File: config.mk
export PLATFORM = sky130hd
export DESIGN_NAME = sequenced_block_upload_receiver_flat
export DESIGN_NICKNAME = d
export VERILOG_FILES = /design/src/rtl/core/sbur_pkg.sv /design/src/rtl/core/sbur_if.sv /design/src/rtl/core/sequenced_block_upload_receiver.sv /design/src/rtl/core/sbur_engine.sv /design/src/flat_wrapper.sv
export SDC_FILE = /design/constraint.sdc
export NUM_CORES = 1
export LEC_CHECK = 0
export BUFFER_PORTS_ARGS = -buffer_cell sky130_fd_sc_hd__clkbuf_2
export CORE_MARGIN = 2
export CORE_UTILIZATION = 61
export CTS_CLUSTER_SIZE = 20
export DETAILED_ROUTE_END_ITERATION = 16
export PLACE_DENSITY_LB_ADDON = 0.15
export SYNTH_ARGS = -nofsm -noshare
export SYNTH_HDL_FRONTEND = slang
export SYNTH_SLANG_ARGS = --single-unit
File: constraint.sdc
create_clock -name clk -period 12.15 [get_ports clk]
set_input_delay 2.43 -clock clk [delete_from_list [all_inputs] [get_ports clk]]
set_output_delay 2.43 -clock clk [all_outputs]
set_load 0.03 [all_outputs]
File: src/rtl/core/sbur_pkg.sv
// Shared types, codes and defaults of the sequenced block upload receiver.
package sbur_pkg;

  localparam int FRAMES_IN_BLOCK_DEF = 128;
  localparam int BYTES_IN_FRAME_DEF  = 7;

  // Action codes of an input item.
  typedef enum logic [2:0] {
    ACT_START  = 3'd0,
    ACT_DATA   = 3'd1,
    ACT_END    = 3'd2,
    ACT_WRITE  = 3'd3,
    ACT_FINISH = 3'd4
  } action_t;

  // Pending operation; the same codes go out as request_kind.
  typedef enum logic [1:0] {
    PEND_NONE   = 2'd0,
    PEND_BLOCK  = 2'd1,
    PEND_FINAL  = 2'd2,
    PEND_FINISH = 2'd3
  } pend_t;

  typedef enum logic [1:0] {
    RPL_NONE = 2'd0,
    RPL_ACK  = 2'd1,
    RPL_NACK = 2'd2
  } reply_t;

  // Bit positions in the error flags.
  localparam int FLAG_SEQ   = 0;
  localparam int FLAG_BAD   = 1;
  localparam int FLAG_WRITE = 2;

  typedef struct packed {
    logic [2:0]  action;
    logic        reply_wanted;
    logic [3:0]  frame_length;
    logic [7:0]  seq_byte;
    logic        outcome_ok;
    logic [15:0] outcome_code;
  } in_item_t;

  typedef struct packed {
    logic [1:0]  reply_kind;
    logic [7:0]  reply_seq;
    logic [9:0]  store_offset;
    logic [2:0]  store_len;
    logic [1:0]  request_kind;
    logic [9:0]  write_len;
    logic        upload_active;
    logic [2:0]  error_bits;
    logic [7:0]  next_seq;
    logic [9:0]  fill_count;
    logic [15:0] block_count;
    logic [15:0] last_fault;
  } out_item_t;

endpackage

File: src/rtl/core/sbur_if.sv
// Valid/ready channel interfaces for input items and result items.
interface sbur_in_if;
  logic        valid;
  logic        ready;
  logic [2:0]  action;
  logic        reply_wanted;
  logic [3:0]  frame_length;
  logic [7:0]  seq_byte;
  logic        outcome_ok;
  logic [15:0] outcome_code;

  modport source (
    output valid, action, reply_wanted, frame_length, seq_byte, outcome_ok, outcome_code,
    input  ready
  );
  modport sink (
    input  valid, action, reply_wanted, frame_length, seq_byte, outcome_ok, outcome_code,
    output ready
  );
endinterface

interface sbur_out_if;
  logic        valid;
  logic        ready;
  logic [1:0]  reply_kind;
  logic [7:0]  reply_seq;
  logic [9:0]  store_offset;
  logic [2:0]  store_len;
  logic [1:0]  request_kind;
  logic [9:0]  write_len;
  logic        upload_active;
  logic [2:0]  error_bits;
  logic [7:0]  next_seq;
  logic [9:0]  fill_count;
  logic [15:0] block_count;
  logic [15:0] last_fault;

  modport source (
    output valid, reply_kind, reply_seq, store_offset, store_len, request_kind, write_len,
           upload_active, error_bits, next_seq, fill_count, block_count, last_fault,
    input  ready
  );
  modport sink (
    input  valid, reply_kind, reply_seq, store_offset, store_len, request_kind, write_len,
           upload_active, error_bits, next_seq, fill_count, block_count, last_fault,
    output ready
  );
endinterface

File: src/rtl/core/sequenced_block_upload_receiver.sv
// Top level of the sequenced block upload receiver.
//
// Follows a firmware image that arrives as numbered bus frames and gives exactly one
// result item per input item. A data frame is checked for length and sequence; an
// accepted frame reports the buffer offset and length of its payload, and the frame
// that completes a block raises a block write request whose ack or nack waits for the
// write outcome. End requests raise a final partial write and/or a finish request.
// Outside outcomes (start, write, finish) come back as input items; while a write or
// finish is pending every other item only reports status. An item is held in the input
// register, and its result is loaded into the output register when the item is
// evaluated; one item is accepted every cycle while results are taken, and the upload
// state in the engine advances as each item is evaluated. A waiting result
// stalls the input only when both the input and output registers are full.
module sequenced_block_upload_receiver #(
  parameter int FRAMES_IN_BLOCK = sbur_pkg::FRAMES_IN_BLOCK_DEF,
  parameter int BYTES_IN_FRAME  = sbur_pkg::BYTES_IN_FRAME_DEF
) (
  input  logic      clk,
  input  logic      rst_n,
  sbur_in_if.sink   in_if,
  sbur_out_if.source out_if
);

  logic                in_v_r;
  sbur_pkg::in_item_t  in_item_r;
  logic                out_v_r;
  sbur_pkg::out_item_t out_item_r;
  sbur_pkg::out_item_t eng_res;
  logic                out_adv;
  logic                fire;

  // Output register is free when empty or being drained this cycle.
  assign out_adv = !out_v_r || out_if.ready;
  // Evaluate the held item when its result has a place to go.
  assign fire    = in_v_r && out_adv;
  // Take a new item whenever the input register empties this cycle.
  assign in_if.ready = !in_v_r || out_adv;

  // Input register: hold the item until it is evaluated.
  always_ff @(posedge clk) begin
    if (!rst_n) begin
      in_v_r <= 1'b0;
    end else if (in_if.ready) begin
      in_v_r <= in_if.valid;
    end
  end

  always_ff @(posedge clk) begin
    if (in_if.valid && in_if.ready) begin
      in_item_r.action       <= in_if.action;
      in_item_r.reply_wanted <= in_if.reply_wanted;
      in_item_r.frame_length <= in_if.frame_length;
      in_item_r.seq_byte     <= in_if.seq_byte;
      in_item_r.outcome_ok   <= in_if.outcome_ok;
      in_item_r.outcome_code <= in_if.outcome_code;
    end
  end

  // State and decisions; the upload state advances only on fire.
  sbur_engine #(
    .FRAMES_IN_BLOCK (FRAMES_IN_BLOCK),
    .BYTES_IN_FRAME  (BYTES_IN_FRAME)
  ) u_engine (
    .clk   (clk),
    .rst_n (rst_n),
    .fire  (fire),
    .item  (in_item_r),
    .res   (eng_res)
  );

  // Result register: load on fire, drop valid once the item is taken.
  always_ff @(posedge clk) begin
    if (!rst_n) begin
      out_v_r <= 1'b0;
    end else if (out_adv) begin
      out_v_r <= fire;
    end
  end

  always_ff @(posedge clk) begin
    if (fire) begin
      out_item_r <= eng_res;
    end
  end

  assign out_if.valid         = out_v_r;
  assign out_if.reply_kind    = out_item_r.reply_kind;
  assign out_if.reply_seq     = out_item_r.reply_seq;
  assign out_if.store_offset  = out_item_r.store_offset;
  assign out_if.store_len     = out_item_r.store_len;
  assign out_if.request_kind  = out_item_r.request_kind;
  assign out_if.write_len     = out_item_r.write_len;
  assign out_if.upload_active = out_item_r.upload_active;
  assign out_if.error_bits    = out_item_r.error_bits;
  assign out_if.next_seq      = out_item_r.next_seq;
  assign out_if.fill_count    = out_item_r.fill_count;
  assign out_if.block_count   = out_item_r.block_count;
  assign out_if.last_fault    = out_item_r.last_fault;

endmodule

File: src/rtl/core/sbur_engine.sv
// Upload state registers and the per-item decision logic.
module sbur_engine #(
  parameter int FRAMES_IN_BLOCK = sbur_pkg::FRAMES_IN_BLOCK_DEF,
  parameter int BYTES_IN_FRAME  = sbur_pkg::BYTES_IN_FRAME_DEF
) (
  input  logic                 clk,
  input  logic                 rst_n,
  input  logic                 fire,
  input  sbur_pkg::in_item_t   item,
  output sbur_pkg::out_item_t  res
);

  localparam int BufBytes = FRAMES_IN_BLOCK * BYTES_IN_FRAME;
  localparam int FillW    = $clog2(BufBytes + 8);

  logic               active_r, active_nxt;
  logic [7:0]         expect_r, expect_nxt;
  logic [FillW-1:0]   fill_r, fill_nxt;
  logic [15:0]        blocks_r, blocks_nxt;
  logic [2:0]         flags_r, flags_nxt;
  logic [15:0]        fcode_r, fcode_nxt;
  sbur_pkg::pend_t    pend_r, pend_nxt;
  logic               prply_r, prply_nxt;

  logic [2:0]         plen;
  logic [FillW-1:0]   fill_sum;
  logic [7:0]         expect_inc;
  logic               match;

  // Payload bytes: length code capped at 8, minus the sequence byte.
  assign plen       = (item.frame_length > 4'd8) ? 3'd7 : 3'(item.frame_length - 4'd1);
  assign fill_sum   = fill_r + FillW'(plen);
  assign expect_inc = expect_r + 8'd1;
  assign match      = (pend_r == sbur_pkg::PEND_FINISH) ?
                      (item.action == sbur_pkg::ACT_FINISH) :
                      (item.action == sbur_pkg::ACT_WRITE);

  always_comb begin
    active_nxt = active_r;
    expect_nxt = expect_r;
    fill_nxt   = fill_r;
    blocks_nxt = blocks_r;
    flags_nxt  = flags_r;
    fcode_nxt  = fcode_r;
    pend_nxt   = pend_r;
    prply_nxt  = prply_r;

    res = '0;

    if (pend_r != sbur_pkg::PEND_NONE) begin
      if (match) begin
        pend_nxt  = sbur_pkg::PEND_NONE;
        prply_nxt = 1'b0;
        unique case (pend_r)
          sbur_pkg::PEND_BLOCK: begin
            fill_nxt   = '0;
            expect_nxt = '0;
            if (item.outcome_ok) begin
              blocks_nxt = blocks_r + 16'd1;
              flags_nxt[sbur_pkg::FLAG_WRITE] = 1'b0;
              fcode_nxt = '0;
              if (prply_r) res.reply_kind = sbur_pkg::RPL_ACK;
            end else begin
              flags_nxt[sbur_pkg::FLAG_WRITE] = 1'b1;
              fcode_nxt = item.outcome_code;
              if (prply_r) res.reply_kind = sbur_pkg::RPL_NACK;
            end
          end
          sbur_pkg::PEND_FINAL: begin
            if (item.outcome_ok) begin
              fill_nxt         = '0;
              expect_nxt       = '0;
              blocks_nxt       = blocks_r + 16'd1;
              res.request_kind = sbur_pkg::PEND_FINISH;
              pend_nxt         = sbur_pkg::PEND_FINISH;
            end else begin
              flags_nxt[sbur_pkg::FLAG_WRITE] = 1'b1;
              fcode_nxt      = item.outcome_code;
              res.reply_kind = sbur_pkg::RPL_NACK;
              res.reply_seq  = expect_r;
            end
          end
          default: begin
            if (item.outcome_ok) begin
              res.reply_kind = sbur_pkg::RPL_ACK;
              active_nxt     = 1'b0;
            end else begin
              flags_nxt[sbur_pkg::FLAG_WRITE] = 1'b1;
              fcode_nxt      = item.outcome_code;
              res.reply_kind = sbur_pkg::RPL_NACK;
              res.reply_seq  = expect_r;
            end
          end
        endcase
      end
    end else begin
      case (item.action)
        sbur_pkg::ACT_START: begin
          if (item.outcome_ok) begin
            active_nxt     = 1'b1;
            fill_nxt       = '0;
            expect_nxt     = '0;
            blocks_nxt     = '0;
            flags_nxt      = '0;
            fcode_nxt      = '0;
            res.reply_kind = sbur_pkg::RPL_ACK;
          end
        end
        sbur_pkg::ACT_DATA: begin
          if (!active_r) begin
            if (item.reply_wanted) res.reply_kind = sbur_pkg::RPL_NACK;
          end else if (item.frame_length == 4'd0) begin
            flags_nxt[sbur_pkg::FLAG_BAD] = 1'b1;
            if (item.reply_wanted) begin
              res.reply_kind = sbur_pkg::RPL_NACK;
              res.reply_seq  = expect_r;
            end
          end else if (item.seq_byte != expect_r) begin
            flags_nxt[sbur_pkg::FLAG_SEQ] = 1'b1;
            if (item.reply_wanted) begin
              res.reply_kind = sbur_pkg::RPL_NACK;
              res.reply_seq  = expect_r;
            end
          end else if (fill_sum > FillW'(BufBytes)) begin
            fill_nxt   = '0;
            expect_nxt = '0;
            flags_nxt[sbur_pkg::FLAG_BAD] = 1'b1;
            if (item.reply_wanted) res.reply_kind = sbur_pkg::RPL_NACK;
          end else begin
            res.store_offset = 10'(fill_r);
            res.store_len    = plen;
            fill_nxt         = fill_sum;
            expect_nxt       = expect_inc;
            flags_nxt[sbur_pkg::FLAG_SEQ] = 1'b0;
            flags_nxt[sbur_pkg::FLAG_BAD] = 1'b0;
            if (32'(expect_inc) >= FRAMES_IN_BLOCK) begin
              res.request_kind = sbur_pkg::PEND_BLOCK;
              res.write_len    = 10'(fill_sum);
              pend_nxt         = sbur_pkg::PEND_BLOCK;
              prply_nxt        = item.reply_wanted;
            end
          end
        end
        sbur_pkg::ACT_END: begin
          if (active_r) begin
            if (fill_r != '0) begin
              res.request_kind = sbur_pkg::PEND_FINAL;
              res.write_len    = 10'(fill_r);
              pend_nxt         = sbur_pkg::PEND_FINAL;
            end else begin
              res.request_kind = sbur_pkg::PEND_FINISH;
              pend_nxt         = sbur_pkg::PEND_FINISH;
            end
            prply_nxt = 1'b1;
          end
        end
        default: begin
          // Outcome with nothing pending, or an unknown action: status only.
        end
      endcase
    end

    res.upload_active = active_nxt;
    res.error_bits    = flags_nxt;
    res.next_seq      = expect_nxt;
    res.fill_count    = 10'(fill_nxt);
    res.block_count   = blocks_nxt;
    res.last_fault    = fcode_nxt;
  end

  always_ff @(posedge clk) begin
    if (!rst_n) begin
      active_r <= 1'b0;
      expect_r <= '0;
      fill_r   <= '0;
      blocks_r <= '0;
      flags_r  <= '0;
      fcode_r  <= '0;
      pend_r   <= sbur_pkg::PEND_NONE;
      prply_r  <= 1'b0;
    end else if (fire) begin
      active_r <= active_nxt;
      expect_r <= expect_nxt;
      fill_r   <= fill_nxt;
      blocks_r <= blocks_nxt;
      flags_r  <= flags_nxt;
      fcode_r  <= fcode_nxt;
      pend_r   <= pend_nxt;
      prply_r  <= prply_nxt;
    end
  end

endmodule

File: src/flat_wrapper.sv
// flat-port wrapper written by rule: the top's interface ports become plain ports
module sequenced_block_upload_receiver_flat 
#(
  parameter int FRAMES_IN_BLOCK = sbur_pkg::FRAMES_IN_BLOCK_DEF,
  parameter int BYTES_IN_FRAME  = sbur_pkg::BYTES_IN_FRAME_DEF
)
  (clk, rst_n, in_if_valid, in_if_action, in_if_reply_wanted, in_if_frame_length, in_if_seq_byte, in_if_outcome_ok, in_if_outcome_code, in_if_ready, out_if_valid, out_if_reply_kind, out_if_reply_seq, out_if_store_offset, out_if_store_len, out_if_request_kind, out_if_write_len, out_if_upload_active, out_if_error_bits, out_if_next_seq, out_if_fill_count, out_if_block_count, out_if_last_fault, out_if_ready);
  sbur_in_if in_if_i ();
  sbur_out_if out_if_i ();
  input  logic clk;
  input  logic rst_n;
  input wire logic [$bits(in_if_i.valid)-1:0] in_if_valid;
  input wire logic [$bits(in_if_i.action)-1:0] in_if_action;
  input wire logic [$bits(in_if_i.reply_wanted)-1:0] in_if_reply_wanted;
  input wire logic [$bits(in_if_i.frame_length)-1:0] in_if_frame_length;
  input wire logic [$bits(in_if_i.seq_byte)-1:0] in_if_seq_byte;
  input wire logic [$bits(in_if_i.outcome_ok)-1:0] in_if_outcome_ok;
  input wire logic [$bits(in_if_i.outcome_code)-1:0] in_if_outcome_code;
  output wire logic [$bits(in_if_i.ready)-1:0] in_if_ready;
  output wire logic [$bits(out_if_i.valid)-1:0] out_if_valid;
  output wire logic [$bits(out_if_i.reply_kind)-1:0] out_if_reply_kind;
  output wire logic [$bits(out_if_i.reply_seq)-1:0] out_if_reply_seq;
  output wire logic [$bits(out_if_i.store_offset)-1:0] out_if_store_offset;
  output wire logic [$bits(out_if_i.store_len)-1:0] out_if_store_len;
  output wire logic [$bits(out_if_i.request_kind)-1:0] out_if_request_kind;
  output wire logic [$bits(out_if_i.write_len)-1:0] out_if_write_len;
  output wire logic [$bits(out_if_i.upload_active)-1:0] out_if_upload_active;
  output wire logic [$bits(out_if_i.error_bits)-1:0] out_if_error_bits;
  output wire logic [$bits(out_if_i.next_seq)-1:0] out_if_next_seq;
  output wire logic [$bits(out_if_i.fill_count)-1:0] out_if_fill_count;
  output wire logic [$bits(out_if_i.block_count)-1:0] out_if_block_count;
  output wire logic [$bits(out_if_i.last_fault)-1:0] out_if_last_fault;
  input wire logic [$bits(out_if_i.ready)-1:0] out_if_ready;
  assign in_if_i.valid = in_if_valid;
  assign in_if_i.action = in_if_action;
  assign in_if_i.reply_wanted = in_if_reply_wanted;
  assign in_if_i.frame_length = in_if_frame_length;
  assign in_if_i.seq_byte = in_if_seq_byte;
  assign in_if_i.outcome_ok = in_if_outcome_ok;
  assign in_if_i.outcome_code = in_if_outcome_code;
  assign in_if_ready = in_if_i.ready;
  assign out_if_valid = out_if_i.valid;
  assign out_if_reply_kind = out_if_i.reply_kind;
  assign out_if_reply_seq = out_if_i.reply_seq;
  assign out_if_store_offset = out_if_i.store_offset;
  assign out_if_store_len = out_if_i.store_len;
  assign out_if_request_kind = out_if_i.request_kind;
  assign out_if_write_len = out_if_i.write_len;
  assign out_if_upload_active = out_if_i.upload_active;
  assign out_if_error_bits = out_if_i.error_bits;
  assign out_if_next_seq = out_if_i.next_seq;
  assign out_if_fill_count = out_if_i.fill_count;
  assign out_if_block_count = out_if_i.block_count;
  assign out_if_last_fault = out_if_i.last_fault;
  assign out_if_i.ready = out_if_ready;
  sequenced_block_upload_receiver #(.FRAMES_IN_BLOCK(FRAMES_IN_BLOCK), .BYTES_IN_FRAME(BYTES_IN_FRAME)) u_core (.clk(clk), .rst_n(rst_n), .in_if(in_if_i), .out_if(out_if_i));
endmodule
==> results.yml <==
outcome:
  status: "completed"
cells_and_area:
  fin_area_mm2: 0.009553
  layout.area.seq_mm2: 0.004845
  multi_input_area_mm2: 0.003094
  final_layout_size_suffix_gt1_share_pct: 22.70
  fin_util_pct: 72.14
  layout.nets: 873
  final_cell_mix: "clkbuf_2, edfxtp_1, nor2_1"
  stdcell_count: 1013
  num-fill-cells: 963
  insertedDiodeCount: 0
  area_delta_synth_final_pct: 15.91
  final_common_cell: "clkbuf_2"
sta:
  fin_worst_skew_ns: 0.01552
  final_max_slew_viol_count: 0
  fin_setup_tns_ns: 0
  rsz0062_at_grt: "no"
  setup_viol: 0
  worstMarginPinSlew_ns: 0.9705
  maxSlewHeadroom_pct: 34.76
  finalCriticalPeriod_ns: 5.443
  hold_slack_ns: 0.4740
  max_freq_mhz: 183.7
  period_share_pct: 44.80
  finalHoldViolCount: 0
logic_synthesis:
  synth_nets: 768
  avgSynthCellArea_um2: 11.46
  yosysUniqueCellTypes: 77
  async_flop_share_pct: 0
  synth-edff-count: 122
  ys_warn_count: 0
  synth-main-ff-cell: "edfxtp_1"
  ys_ff_latch: 181
  syn_area_mm2: 0.008242
  synth.yosys.seq_area_share_pct: 58.78
  synthCells: 719
drt:
  vias_per_cell: 6.098
  vias: 6177
  drtAntennaViolNets: 0
  drtIter0Drc: 550
  avgRoutedWirePerCell_um: 17.82
  drtPass1Iterations: 6
  drt-total-wl_um: 18050
  drc_errors: 0
placement:
  dp_hpwl_um: 11920
  dpl.cell_count: 981
  placed_area_mm2: 0.008932
  gp_congestion: 0.8491
  portBuffers: 127
setup_path:
  crit_family: "simple AND/OR/NAND/NOR gates"
  cp_max_fo: 4
  crit_required_ns: 9.72
  criticalPathCategory: "input port to primary output"
  start_kind: "input port"
  cp_slowest_stage_delay_ns: 0.21
  critPathBufInv: 2
  rrSetupSlack_ns: 8.02
  crit_path_cell_trace: "clkbuf_2 > nor2b_1 > nand2_1 > clkbuf_2"
  crit_top_cell: "clkbuf_2"
  crit_arrival_ns: 3.01
  endpoint_kind: "primary output"
  critPathSlowestCell: "nor2b_1"
clock_tree:
  post_cts_resized: 0
  clk_path_buf_depth: 2
  cts_tree: "built"
  numCtsBuffers: 17
  clkSinkCount: 181
  postCtsSetupBuffers: 0
  insertion_delay_ns: 0.45
  cts_hold_buf: 0
  cts_htree_levels: 4
  path_clk_slew_ns: 0.07
  cts_root_buf: "clkbuf_16"
floorplan:
  die_area_mm2: 0.01446
  rows: 42
  dieWidth_um: 120.2
  start_util_pct: 62.24
  io_pins: 128
  core_mm2: 0.01324
  die_h_um: 120.2
power_and_ir_drop:
  ir_drop_mv: 0.1360
  p_leak_nw: 3.452
  pwr_density_cell_mw_per_mm2: 140.9
global_routing:
  overflow: 0
  grt_pass1_vias: 5814
  grt_pass1_wl_um: 29410
  antenna_found_initial: 0
  grt_use_total_pct: 25.95
  grt_max_degree: 71
job:
  maxCapViolations: 0
hold_path:
  holdCritPathClass: "flip-flop to flip-flop"
==> logic make-up after synthesis <==
group                      synth area share [%]
and+or+nand+nor                           16.00
AOI/OAI and AO/OA                         16.56
DFF                                       58.78
buffers and inverters                     3.674
xor gates and xnor gates                  1.913
adders and majority gates                 1.913
muxes                                     1.154
==> sequential cells by signal (all words and copies together), names as in the netlist, 10 cells and up <==
register / cells
u_core.u_engine.fcode_r: 16
u_core.u_engine.fill_r: 10
u_core.out_if.store_offset: 10
u_core.u_engine.blocks_r: 16
u_core.out_if.last_fault: 16
u_core.out_if.fill_count: 10
u_core.out_if.block_count: 16
u_core.out_if.write_len: 10
u_core.in_item_r: 33
==> metrics by stage <==
step / setup WS (ns) / power (mW)
finish: 6.707 / 1.346
global route: 6.653 / 1.383
CTS: 6.706 / 1.350
detailed placement: 6.711 / 0.7830
global placement: 6.752 / 0.7805
floorplan: 6.087 / 0.7560
==> synth_stat cells, drive strengths merged, types with 17 or more instances <==
cell | count | area, um2
a21oi | 31 | 162.7
a22o | 30 | 262.8
a32oi | 24 | 210.2
clkbuf | 32 | 121.4
dfxtp | 59 | 1181
edfxtp | 122 | 3664
inv | 21 | 78.83
nand2 | 55 | 206.5
nor2 | 65 | 244.0
o21ai | 32 | 160.2
xnor2 | 17 | 148.9
==> worst reg2reg max path: stages, from the launching register on <==
cell	delay [ns]
edfxtp_1	0.37
inv_1	0.06
ha_1	0.20
nand2b_1	0.11
nand2_1	0.10
nand2_1	0.09
ha_1	0.23
inv_1	0.08
fa_1	0.49
xnor2_1	0.23
nor3_1	0.21
o2111ai_1	0.21
nor4_4	0.52
o21a_2	0.49
and2_1	0.39
nor2_1	0.10
==> layer usage <==
metal,global-route usage (%),wire length [um],vias up
li1,-,-,2926
met1,36.36,7853,2978
met2,40.94,8696,257
met3,5.613,1287,16
met4,8.140,212,0
met5,0,0,-
==> final cells by class <==
type	count	area share [%]
Clock inverter	15	2.043
Inverter	22	0.8906
Tap cell	176	2.305
Timing Repair Buffer	134	7.204
Multi-Input combinational cell	468	32.39
Sequential cell	181	50.71
Clock buffer	17	4.453
==> path summary, 6_finish.rpt <==
check                                          startpoint  cells after the start                                       to
setup / recovery                             out_if_ready                      4                              in_if_ready
hold reg to reg   u_core.u_engine.flags_r[2]$_SDFFE_PN0P_                      2  u_core.u_engine.flags_r[2]$_SDFFE_PN0P_
hold / removal    u_core.u_engine.flags_r[2]$_SDFFE_PN0P_                      2  u_core.u_engine.flags_r[2]$_SDFFE_PN0P_
setup reg to reg           u_core.in_item_r[25]$_DFFE_PP_                     15    u_core.out_if.error_bits[0]$_DFFE_PP_
==> where the power goes <==
| group | switching, mW | internal [mW] |
|---|---|---|
| Combinational | 0.0608 | 0.0213 |
| Sequential | 0.0102 | 0.677 |
| Clock | 0.247 | 0.329 |
No activity file was read; power rests on OpenSTA's default activity.
